## src/q2e_pkg.sv

```systemverilog
// Package for the quaternion to Euler angle converter: types, constants and the arctangent table.
package q2e_pkg;

   localparam int QW = 16;                 // component width, Q1.15
   localparam int OW = 16;                 // angle width, Q4.12
   localparam int CW = 40;                 // CORDIC vector width
   localparam int AW = 38;                 // angle accumulator width, scaled by 2^30
   localparam int SW = 64;                 // square root datapath width
   localparam int SQRT_STEPS = 32;         // one result bit per step
   localparam int SIDE_DEPTH = SQRT_STEPS + 3;
   localparam int DEF_CORDIC_STAGES = 16;

   localparam logic signed [AW-1:0] HALF_PI = 38'sd1686629713;
   localparam logic signed [32:0] TEST_LIMIT = 33'sd535822336;   // (0.5 - 1/1024) * 2^30

   typedef struct packed {
      logic signed [QW-1:0] quat_w;
      logic signed [QW-1:0] quat_x;
      logic signed [QW-1:0] quat_y;
      logic signed [QW-1:0] quat_z;
   } quat_type;

   typedef struct packed {
      logic signed [OW-1:0] roll_angle;
      logic signed [OW-1:0] pitch_angle;
      logic signed [OW-1:0] yaw_angle;
      logic                 gimbal_lock;
   } euler_type;

   // running remainder and root of the digit-by-digit square root
   typedef struct packed {
      logic [SW-1:0] rem;
      logic [SW-1:0] root;
   } sq_state_type;

   // vector and accumulated angle of one CORDIC lane
   typedef struct packed {
      logic signed [CW-1:0] xv;
      logic signed [CW-1:0] yv;
      logic signed [AW-1:0] ang;
   } cordic_state_type;

   // floor(atan(2^-i) * 2^30)
   function automatic logic signed [AW-1:0] atan_entry(input int unsigned idx);
      logic signed [AW-1:0] val;
      unique case (idx)
         0:  val = 38'sd843314856;
         1:  val = 38'sd497837829;
         2:  val = 38'sd263043836;
         3:  val = 38'sd133525158;
         4:  val = 38'sd67021686;
         5:  val = 38'sd33543515;
         6:  val = 38'sd16775850;
         7:  val = 38'sd8388437;
         8:  val = 38'sd4194282;
         9:  val = 38'sd2097149;
         10: val = 38'sd1048575;
         11: val = 38'sd524287;
         12: val = 38'sd262143;
         13: val = 38'sd131071;
         14: val = 38'sd65535;
         15: val = 38'sd32767;
         16: val = 38'sd16383;
         17: val = 38'sd8191;
         18: val = 38'sd4095;
         19: val = 38'sd2047;
         20: val = 38'sd1023;
         21: val = 38'sd511;
         22: val = 38'sd255;
         23: val = 38'sd127;
         default: val = '0;
      endcase
      return val;
   endfunction

endpackage

```

## src/q2e_sqrt_cell.sv

```systemverilog
// One step of the pipelined integer square root: settles one bit of the root.
module q2e_sqrt_cell #(
   parameter int STEP = 0
) (
   input  logic                  clock,
   input  logic                  enable,
   input  q2e_pkg::sq_state_type prev,
   output q2e_pkg::sq_state_type data
);

   localparam logic [q2e_pkg::SW-1:0] BIT = q2e_pkg::SW'(1) << (2 * STEP);

   q2e_pkg::sq_state_type data_ff, data_in;
   logic [q2e_pkg::SW-1:0] trial;

   // restoring step: subtract root + bit when it fits
   always_comb begin
      trial = prev.root + BIT;
      if (prev.rem >= trial) begin
         data_in.rem  = prev.rem - trial;
         data_in.root = (prev.root >> 1) + BIT;
      end else begin
         data_in.rem  = prev.rem;
         data_in.root = prev.root >> 1;
      end
   end

   always_ff @(posedge clock) begin
      if (enable) begin
         data_ff <= data_in;
      end
   end

   assign data = data_ff;

endmodule

```

## config.mk

```make
export PLATFORM = sky130hd
export DESIGN_NAME = q2e_sqrt_cell
export DESIGN_NICKNAME = d
export VERILOG_FILES = /design/src/q2e_pkg.sv /design/src/q2e_sqrt_cell.sv
export SDC_FILE = /design/constraint.sdc
export NUM_CORES = 1
export LEC_CHECK = 0
export CAP_MARGIN = 5
export CORE_MARGIN = 4
export CORE_UTILIZATION = 55
export CTS_BUF_LIST = sky130_fd_sc_hd__clkbuf_8 sky130_fd_sc_hd__clkbuf_16
export DETAILED_ROUTE_END_ITERATION = 7
export DONT_BUFFER_PORTS = 1
export PLACE_DENSITY_LB_ADDON = 0.12
export SLEW_MARGIN = 0
export SYNTH_ARGS = -nofsm -noshare
export SYNTH_HDL_FRONTEND = slang
export SYNTH_SLANG_ARGS = --single-unit
export TNS_END_PERCENT = 50
```

## constraint.sdc

```tcl
create_clock -name clock -period 16.3 [get_ports clock]
set_clock_uncertainty 0.1 [all_clocks]
set_input_delay 1.63 -clock clock [delete_from_list [all_inputs] [get_ports clock]]
set_output_delay 1.63 -clock clock [all_outputs]
set_load 0.03 [all_outputs]
```

==> run metrics <==
outcome=finished clean; WHS=1.22 ns; Clock Path Buffers=2; drt drc=0; Die Footprint=22000 µm²; Critical Path AT=7.48 ns; routed length per instance=23.8 µm; final std cells w/o fill=1484; Num CTS Buffers=17; initial antenna violation count=0; # hold bufs at CTS=0; Synth area leader=edfxtp_1; GRT Util Overall=0.320; first-pass GRT wire length=53800 µm; CP Max Fanout=63; final setup fails=0; mux contribution to synthesized area=0.00508; dpl cells=1452; WP depth=22; post-CTS setup buffers=0; Critical Path Sink Type=flip-flop; Required @ worst endpoint=16.38 ns; Slowest-stage cell, CP=nor3_1; Seq cells post-synth=128; 1st-iter DRT viols=733; Netlist cell types=63; WL final=35300 µm; Area growth syn-to-layout=6.43%; vias in the first global route=8924; total power=1.12 mW; TritonCTS clock tree=built; Final ANT Viol Nets=0; Post-Synth XOR/XNOR Area=0.147; Final GP Congestion=0.976; clock-pin slew on the worst setup and hold paths=0.06 ns; crit share post-route=0.454; Adder-Cell Fraction of Synth Area=0.0781; Critical Path Max Stage Delay=0.54 ns; die extent in x=148 µm; Hold Path Class=in -> reg; maximum vdd drop=0.0627 mV; # resized after CTS=0; yosys synthesis warning count=0; most used cell, CP=and3_1; drt first pass iters=5; Post-Synthesis Net Count=1441; Layout fillers=1783; total grt overflow=0; die height=148 µm; Mapped Area=10800 µm²; crit path buf inv count=1; fmax=135 MHz; Nets=1403; Final Hold Vio Count=0; Core Rows=51; Startpoint Class=input port; maxcap violations=0; DR vias/cell=6.30; most frequent cell after synthesis=nand2_1; Least-Margin Pin Slew=1.05 ns; post-synth top area share=0.355; io pins=258; Detail Placement HPWL=27800 µm; post-synthesis compound-gate area fraction=0.170; CP Cell Sequence=ha_1 > and3_1 > and3_1 > nor2b_1 > nand3_1 > or4_1 > nor3_1 > nand2_1 > nor2_1 > xnor2_1 > ha_1 > a21o_1 > a21o_1 > a21oi_1 > o21ai_0 > a21oi_1 > o31ai_1 > a31oi_4 > buf_4 > nor2_1 > and3_1 > xor2_1; Async SR Flop Fraction=0; Tmin final=7.41 ns; Post-synth EDFFs=128; CP Class=in -> reg; top cells by area, synth=edfxtp_1 (35%), xnor2_1 (7.9%), ha_1 (7.6%); layout cells sized above 1=0.0468; Post-synth top cells=nand2_1 (182), edfxtp_1 (128), xnor2_1 (98); Sink Count=128; fraction of the yosys area taken by sequential cells=0.355; pwr dens=97.5 nW/µm²; Gate Count Post-Synth=1244; P_leak=4.26 nW; Via Count=9345; largest family of logic cells by synthesized area=simple AND/OR/NAND/NOR gates; Core ar.=19400 µm²; PortBufs=0; Final TNS setup=0 ns; CTS H-tree lvls=4; largest net degree at the start of global routing=129; hold depth=0; top_reg_cell synth=edfxtp_1; clock root buffer=clkbuf_16; syn_area_per_cell=8.71 µm²; antenna fix cells=0; unrepaired setup endpoints after global routing=false; relative slew slack=0.296; max FFs per register=128; Top delay family on crit path=simple AND/OR/NAND/NOR gates; Final Max Slew Viols=0; Simple-Gate Fraction of Synth Area=0.216; initial core utilization=0.558
## cells by family (layout without fill, tap and decap cells)
logic type | Yosys count | in the layout
and+or+nand+nor | 488 | 488
AOI/OAI and AO/OA | 295 | 295
xor gates and xnor gates | 182 | 182
DFF | 128 | 128
buffers and inverters | 79 | 54
adders and majority gates | 67 | 67
muxes | 5 | 5
## layout by cell type, fill, tap and decap left out, drive strengths merged, types with 11 or more instances in the layout
master    n
and3     28
nand4    44
nor2     92
nand3    38
nand2   182
xnor2    98
a21o     47
ha       66
a31oi    12
xor2     84
nor3     31
edfxtp  128
inv      24
clkbuf   17
o21bai   11
a21oi    81
o21ai    95
## report_power, final
group | total [mW] | internal [mW] | switching [mW]
Combinational | 0.231 | 0.0919 | 0.139
Clock | 0.388 | 0.227 | 0.161
Sequential | 0.505 | 0.413 | 0.0912
Total | 1.12 | 0.733 | 0.391
## routing by layer
layer | up-vias | GRT usage | part of all wire
met5 | - | 0 | 0
met4 | 0 | 0.0979 | 0.025
met3 | 58 | 0.101 | 0.11
met1 | 4357 | 0.448 | 0.43
met2 | 492 | 0.476 | 0.43
li1 | 4438 | - | -
## worst paths after layout
check	from	to	slack (ns)
max	prev[1]	data[9]	8.89
min	enable	data[103]	1.22
## stage by stage
| stage | area (µm²) | utilization | setup WS (ns) |
|---|---|---|---|
| 2_1_floorplan | 10800 | - | 9.89 |
| 3_5_place_dp | 10900 | 0.564 | 8.64 |
| 3_3_place_gp | 10900 | 0.564 | 8.65 |
| 4_1_cts | 11500 | 0.594 | 9.04 |
| 6_report | 11500 | 0.594 | 8.89 |
| 5_1_grt | 11500 | 0.594 | 8.49 |
## final cells by class
cell class	instances	area (µm²)	share of cell area
sequential	128	3840	0.333
clock inverter	15	156	0.0136
clock buffer	17	425	0.0369
tap	265	332	0.0288
multi-input combinational	1037	6670	0.579
timing repair buffer	4	30.0	0.00261
inverter	18	67.6	0.00586
No activity file was read; power rests on OpenSTA's default activity.
