### src/q2e_pkg.sv
// Package for the quaternion to Euler angle converter: types, constants and the arctangent table.
package q2e_pkg;

   localparam int QW = 16;                 // component width, Q1.15
   localparam int OW = 16;                 // angle width, Q4.12
   localparam int CW = 40;                 // CORDIC vector width
   localparam int AW = 38;                 // angle accumulator width, scaled by 2^30
   localparam int SW = 64;                 // square root datapath width
   localparam int SQRT_STEPS = 32;         // one result bit per step
   localparam int SIDE_DEPTH = SQRT_STEPS + 3;
   localparam int DEF_CORDIC_STAGES = 16;

   localparam logic signed [AW-1:0] HALF_PI = 38'sd1686629713;
   localparam logic signed [32:0] TEST_LIMIT = 33'sd535822336;   // (0.5 - 1/1024) * 2^30

   typedef struct packed {
      logic signed [QW-1:0] quat_w;
      logic signed [QW-1:0] quat_x;
      logic signed [QW-1:0] quat_y;
      logic signed [QW-1:0] quat_z;
   } quat_type;

   typedef struct packed {
      logic signed [OW-1:0] roll_angle;
      logic signed [OW-1:0] pitch_angle;
      logic signed [OW-1:0] yaw_angle;
      logic                 gimbal_lock;
   } euler_type;

   // running remainder and root of the digit-by-digit square root
   typedef struct packed {
      logic [SW-1:0] rem;
      logic [SW-1:0] root;
   } sq_state_type;

   // vector and accumulated angle of one CORDIC lane
   typedef struct packed {
      logic signed [CW-1:0] xv;
      logic signed [CW-1:0] yv;
      logic signed [AW-1:0] ang;
   } cordic_state_type;

   // floor(atan(2^-i) * 2^30)
   function automatic logic signed [AW-1:0] atan_entry(input int unsigned idx);
      logic signed [AW-1:0] val;
      unique case (idx)
         0:  val = 38'sd843314856;
         1:  val = 38'sd497837829;
         2:  val = 38'sd263043836;
         3:  val = 38'sd133525158;
         4:  val = 38'sd67021686;
         5:  val = 38'sd33543515;
         6:  val = 38'sd16775850;
         7:  val = 38'sd8388437;
         8:  val = 38'sd4194282;
         9:  val = 38'sd2097149;
         10: val = 38'sd1048575;
         11: val = 38'sd524287;
         12: val = 38'sd262143;
         13: val = 38'sd131071;
         14: val = 38'sd65535;
         15: val = 38'sd32767;
         16: val = 38'sd16383;
         17: val = 38'sd8191;
         18: val = 38'sd4095;
         19: val = 38'sd2047;
         20: val = 38'sd1023;
         21: val = 38'sd511;
         22: val = 38'sd255;
         23: val = 38'sd127;
         default: val = '0;
      endcase
      return val;
   endfunction

endpackage

### src/q2e_cordic_cell.sv
// One vectoring CORDIC micro-rotation with its own register.
module q2e_cordic_cell #(
   parameter int STEP = 0
) (
   input  logic                      clock,
   input  logic                      enable,
   input  q2e_pkg::cordic_state_type prev,
   output q2e_pkg::cordic_state_type data
);

   localparam logic signed [q2e_pkg::AW-1:0] ATAN = q2e_pkg::atan_entry(STEP);

   q2e_pkg::cordic_state_type data_ff, data_in;
   logic signed [q2e_pkg::CW-1:0] dx, dy;

   // rotate towards the x axis
   always_comb begin
      dx = prev.yv >>> STEP;
      dy = prev.xv >>> STEP;
      if (prev.yv > 0) begin
         data_in.xv  = prev.xv + dx;
         data_in.yv  = prev.yv - dy;
         data_in.ang = prev.ang + ATAN;
      end else begin
         data_in.xv  = prev.xv - dx;
         data_in.yv  = prev.yv + dy;
         data_in.ang = prev.ang - ATAN;
      end
   end

   always_ff @(posedge clock) begin
      if (enable) begin
         data_ff <= data_in;
      end
   end

   assign data = data_ff;

endmodule

### config.mk
export PLATFORM = sky130hd
export DESIGN_NAME = q2e_cordic_cell
export DESIGN_NICKNAME = d
export VERILOG_FILES = /design/src/q2e_pkg.sv /design/src/q2e_cordic_cell.sv
export SDC_FILE = /design/constraint.sdc
export NUM_CORES = 1
export LEC_CHECK = 0
export BUFFER_PORTS_ARGS = -buffer_cell sky130_fd_sc_hd__buf_2
export CAP_MARGIN = 20
export CORE_MARGIN = 1
export CORE_UTILIZATION = 62
export DETAILED_ROUTE_END_ITERATION = 10
export GPL_TIMING_DRIVEN = 0
export PLACE_DENSITY = 0.88
export SYNTH_ARGS = -nofsm -noshare
export SYNTH_HDL_FRONTEND = slang
export SYNTH_SLANG_ARGS = --single-unit
### constraint.sdc
create_clock -name clock -period 14.93 [get_ports clock]
set_clock_uncertainty 0.2 [all_clocks]
set_input_delay 2.986 -clock clock [delete_from_list [all_inputs] [get_ports clock]]
set_output_delay 2.986 -clock clock [all_outputs]
set_load 0.01 [all_outputs]
==> metrics.cfg, run 1 <==
[synth]
netlist_instances=1484
synth_top_cells_by_area=edfxtp_1 28%, ha_1 15%, a21oi_1 7.5%, xnor2_1 6.3%, o21ai_0 4.4%
netlist.area_leader.share_pct=28.5
postSynthAreaPerCell_um2=8.31
ys_seq_area_share_pct=28.5
async_flop_share_pct=0
syn_nets=1758
synth_commonest_cells=185 x a21oi_1, 150 x ha_1, 132 x nor2_1, 126 x inv_1, 117 x edfxtp_1
synth.distinct_cells=72
synth_top_flop_cell=edfxtp_1
synth_most_common_cell=a21oi_1
syn-cell-area_um2=12300
synth_edf_count=117
yosys_warnings=0
yosysTopAreaCell=edfxtp_1
synth_seq_cells=117

[route]
drtPass1Iterations=7
ant_nets=0
wl_um=42800
viasPerCell=6.35
drtIter0Drc=1508
route.detailed.drc=0
vias=12800
wl_per_cell_um=21.2

[timing]
relSlewSlack_pct=31.9
tns_ps=0
drv_slew=0
fin_ws_ps=5800
finalHoldViolations=0
rsz0062_at_grt=false
setup_violations=0
fmax_mhz=110
fin_crit_ps=9130
worstMarginPinSlew_ps=1010
fin_crit_sh_pct=61.2

[clock_tree]
cts_root_buffer=clkbuf_16
cts_resized=0
cts_buffers=17
cts_tree=built
htree_levels=4
path_clk_slew_ps=60
cts-hold-fix-buffers=0
clock_path_buffers=2
postCtsSetupBuffers=0
clock-sinks=117

[placement]
gp_congestion=1.01
hpwl_um=33600
portBuffers=237
dpl_cell_area_um2=13900
dp_cells=1987
dp_slack_ps=5640

[layout]
postLayoutCellArea_um2=14500
largest_reg_flops=117
antennaDiodeCount=0
fin_cells=2019
areaGrowthSynthToFinish_pct=17.3
n_fill_cell=1485
drive_gt1_share_pct=16.9
layout.nets=2015

[global_routing]
grt_pass1_wl_um=63500
grt_overflow_total=0
grt_use_total_pct=41.0
grt_max_degree=73
first_global_vias=12000
antenna_found_initial=0

[critical_path]
required_ps=14910
start_kind=input port
critPathMaxFanout=23
max_stage_delay_ps=600
path_class=input port to flip-flop
crit_start=prev[72]
path_buf_inv=5
critPathCapture=data[37]
critical_path.cell_chain=buf_2 -> nor4_1 -> nand4_1 -> nor3_1 -> or2_2 -> clkbuf_1 -> inv_1 -> clkbuf_1 -> clkbuf_2 -> ha_1 -> a2111oi_1 -> nand2b_1 -> a211oi_1 -> o31ai_1 -> a41oi_2 -> nor3_1 -> nor4_1 -> o21ai_1 -> a21oi_1 -> xnor2_1
end_kind=flip-flop
crit_family=simple AND/OR/NAND/NOR gates
crit_slowest_cell=clkbuf_2
cp_num_cells=20
cp_data_arrival_time_ps=9120

[job]
cap_violations=0

[die]
die_h_um=143
die_area_um2=20500
start_util_pct=63.4
coreArea_um2=19500
fp-row-count=51
ios=238
die_w_um=143

[power]
leakage_nw=6.47
vdd_ir_drop_max_uv=83.5
p_per_area_nw_per_um2=96.7

[status]
status=completed

[hold_path]
hp-class=input port to flip-flop

==> routing by layer <==
| metal | vias to the layer above | track usage, % | share of wire (%) |
|---|---|---|---|
| met5 | - | 0 | 0 |
| met4 | 0 | 23.7 | 5.2 |
| met3 | 173 | 6.67 | 10 |
| met2 | 866 | 69.1 | 47 |
| met1 | 5850 | 49.3 | 38 |
| li1 | 5935 | - | - |
==> worst min-delay path by stage <==
stage,startpoint,end,slack (ps),cells past startpoint
floorplan,prev[0],data[0],2880,0
global placement,prev[0],data[0],2960,1
detailed placement,prev[2],data[2],2960,1
CTS,prev[2],data[2],2530,1
global route,prev[2],data[2],2530,1
finish,prev[2],data[2],2530,1
==> logic make-up (layout without fill, tap and decap cells) <==
kind of cell	Yosys count	after routing	synth area share [%]
and+or+nand+nor	374	374	14.6
muxes	16	16	1.30
xor gates and xnor gates	106	106	7.52
AOI/OAI and AO/OA	525	525	26.4
DFF	117	117	28.5
adders and majority gates	154	154	15.9
buffers and inverters	192	462	5.93
==> report_power, final <==
part	switching, mW	internal (mW)	total (mW)
logic	0.336	0.197	0.533
clock network	0.170	0.246	0.416
registers	0.0139	0.436	0.450
==> metrics by stage <==
step           total power, mW  util (%)  hold WS (ps)
2_1_floorplan            0.786         -          2880
6_report                  1.40      74.4          2530
5_1_grt                   1.46      74.4          2530
3_3_place_gp             0.961      71.2          2960
3_5_place_dp             0.970      71.4          2960
4_1_cts                   1.38      74.4          2530
==> area by class of cell <==
cell class	count	area (µm²)	share of cell area [%]
inverters	131	492	3.40
well taps	265	332	2.29
plain buffers	61	243	1.68
clock inverters	15	156	1.08
clock buffers	17	425	2.94
multi-input cells	1175	8090	55.9
repair buffers	238	1220	8.40
flip-flops and latches	117	3510	24.3
==> cell usage in the layout (no fill, tap or decap), drive strengths merged, types with 50 or more instances in the layout <==
master and n:
buf 266, a21oi 186, ha 150, nor2 132, o21ai 132, inv 131, edfxtp 117, xnor2 89
nand2 68, clkbuf 50
Note: power is estimated with default switching activity, not from simulation.
==> inputs of run 2 (changes only) <==
--- a/config.mk
+++ b/config.mk
@@ -8,10 +8,10 @@
 export BUFFER_PORTS_ARGS = -buffer_cell sky130_fd_sc_hd__buf_2
 export CAP_MARGIN = 20
 export CORE_MARGIN = 1
-export CORE_UTILIZATION = 62
+export CORE_UTILIZATION = 58
 export DETAILED_ROUTE_END_ITERATION = 10
 export GPL_TIMING_DRIVEN = 0
-export PLACE_DENSITY = 0.88
+export PLACE_DENSITY = 0.83
 export SYNTH_ARGS = -nofsm -noshare
 export SYNTH_HDL_FRONTEND = slang
 export SYNTH_SLANG_ARGS = --single-unit
==> constraint.sdc (replaced) <==
create_clock -name clock -period 9.3 [get_ports clock]
set_clock_uncertainty 0.2 [all_clocks]
set_input_delay 1.86 -clock clock [delete_from_list [all_inputs] [get_ports clock]]
set_output_delay 1.86 -clock clock [all_outputs]
set_load 0.01 [all_outputs]
==> metrics.cfg, run 2 (synthesis gave the netlist of run 1 again) <==
[clock_tree]
postCtsSetupBuffers=0  ; unchanged
cts_root_buffer=clkbuf_16
clock_path_buffers=2  ; unchanged
htree_levels=4  ; unchanged
cts-hold-fix-buffers=0  ; unchanged
cts_resized=0  ; unchanged
path_clk_slew_ps=60  ; about the same
cts_tree=built
cts_buffers=17  ; unchanged
clock-sinks=117  ; unchanged

[timing]
drv_slew=0  ; unchanged
finalHoldViolations=0  ; unchanged
fmax_mhz=125
fin_crit_ps=8020
rsz0062_at_grt=false
fin_crit_sh_pct=86.2
setup_violations=0  ; unchanged
worstMarginPinSlew_ps=1070  ; +60.3 ps
tns_ps=0  ; unchanged
relSlewSlack_pct=27.8  ; -4.1 points

[placement]
hpwl_um=34400  ; +2.6%
gp_congestion=1.04  ; +2.2%
portBuffers=237  ; unchanged
dpl_cell_area_um2=13900  ; about the same
dp_cells=1992  ; +0.25%

[global_routing]
first_global_vias=12300  ; +2.0%
grt_pass1_wl_um=66400  ; +4.6%
antenna_found_initial=0  ; unchanged
grt_max_degree=72  ; -1.4%
grt_overflow_total=0  ; unchanged
grt_use_total_pct=39.7  ; -1.3 points

[layout]
multiInputGateArea_um2=8090  ; unchanged
postLayoutCellArea_um2=14500  ; +0.18%
antennaDiodeCount=0  ; unchanged
final_common_cell=buf_2
mostFrequentLayoutCells=243 x buf_2, 185 x a21oi_1, 150 x ha_1
fin_cells=2023  ; +0.20%
regArea_um2=3510  ; unchanged
areaGrowthSynthToFinish_pct=17.5
layout.nets=2015  ; unchanged
n_fill_cell=1710  ; +15%
largest_reg_flops=117  ; unchanged
drive_gt1_share_pct=16.9  ; about the same

[route]
route.detailed.drc=0  ; unchanged
drtIter0Drc=1166  ; -23%
wl_um=43800  ; +2.4%
wl_per_cell_um=21.7  ; +2.2%
vias=12900  ; +0.64%
ant_nets=0  ; unchanged
drtPass1Iterations=6  ; -1
viasPerCell=6.38  ; +0.44%

[critical_path]
critPathMaxFanout=23  ; unchanged
cp_data_arrival_time_ps=8000  ; -1120 ps
path_class=input port to flip-flop
crit_family=simple AND/OR/NAND/NOR gates
critical_path.cell_chain=buf_2 -> nor4_1 -> nand4_1 -> nor3_1 -> or2_2 -> clkbuf_1 -> inv_1 -> clkbuf_1 -> clkbuf_2 -> ha_1 -> a2111oi_1 -> nand2b_1 -> a211oi_1 -> o31ai_1 -> a41oi_2 -> nor3_1 -> nor4_1 -> o21ai_1 -> a21oi_1 -> xnor2_1
required_ps=9280  ; -5630 ps
path_buf_inv=5  ; unchanged
max_stage_delay_ps=720  ; +120 ps
crit_slowest_cell=nor4_1
start_kind=input port
end_kind=flip-flop

[hold_path]
worst_hold_path.endpoint=data[0]
min_from=prev[0]
hp-class=input port to flip-flop
worstHoldPathCells=1  ; unchanged

[die]
ios=238  ; unchanged
die_w_um=148  ; +3.3%
start_util_pct=60.0  ; -3.4 points
die_h_um=148  ; +3.3%
fp-row-count=52  ; +2.0%
coreArea_um2=20600  ; +5.6%
die_area_um2=21900  ; +6.8%

[status]
status=completed

[power]
power.total_mw=2.27  ; +62%
vdd_ir_drop_max_uv=128  ; +53%
leakage_nw=6.48  ; +0.18%
p_per_area_nw_per_um2=157  ; +62%

[job]
cap_violations=0  ; unchanged

==> run 2: layout make-up <==
cell class / instances / area share [%]
clock inverter: 14 / 1.22
tap: 270 / 2.33
sequential: 117 / 24.2
inverter: 131 / 3.39
buffer: 61 / 1.67
multi-input combinational: 1175 / 55.8
clock buffer: 17 / 2.93
timing repair buffer: 238 / 8.39
==> run 2: per-stage QoR <==
| stage | hold slack, ps | worst slack (ps) | util (%) |
|---|---|---|---|
| 3_5_place_dp | 1840 | 1050 | 67.6 |
| 2_1_floorplan | 1760 | 2580 | - |
| 5_1_grt | 1390 | 1120 | 70.5 |
| 4_1_cts | 1400 | 1490 | 70.5 |
| 3_3_place_gp | 1840 | 406 | 67.4 |
| 6_report | 1390 | 1280 | 70.5 |
==> run 2: power breakdown <==
part | switching [mW] | leakage [nW] | internal (mW)
clock network | 0.270 | 0.290 | 0.423
registers | 0.0210 | 1.15 | 0.700
logic | 0.544 | 5.05 | 0.316
==> run 2: how the worst max path moves through the flow <==
stage	from	endpoint	slack (ps)	depth (start not counted)
after floorplan	prev[49]	data[34]	2580	18
after global placement	prev[47]	data[34]	410	19
after detailed placement	prev[47]	data[37]	1050	20
after CTS	prev[47]	data[37]	1490	20
after global routing	prev[47]	data[27]	1120	19
final	prev[47]	data[37]	1280	20
==> run 2: layer usage <==
layer	track usage, %	wire, µm	vias to the layer above	part of all wire, %
met4	21.3	2200	0	5.0
met3	6.57	4320	165	9.9
li1	-	-	5918	-
met1	48.4	16600	5984	38
met2	67.0	20700	839	47
met5	0	0	-	0
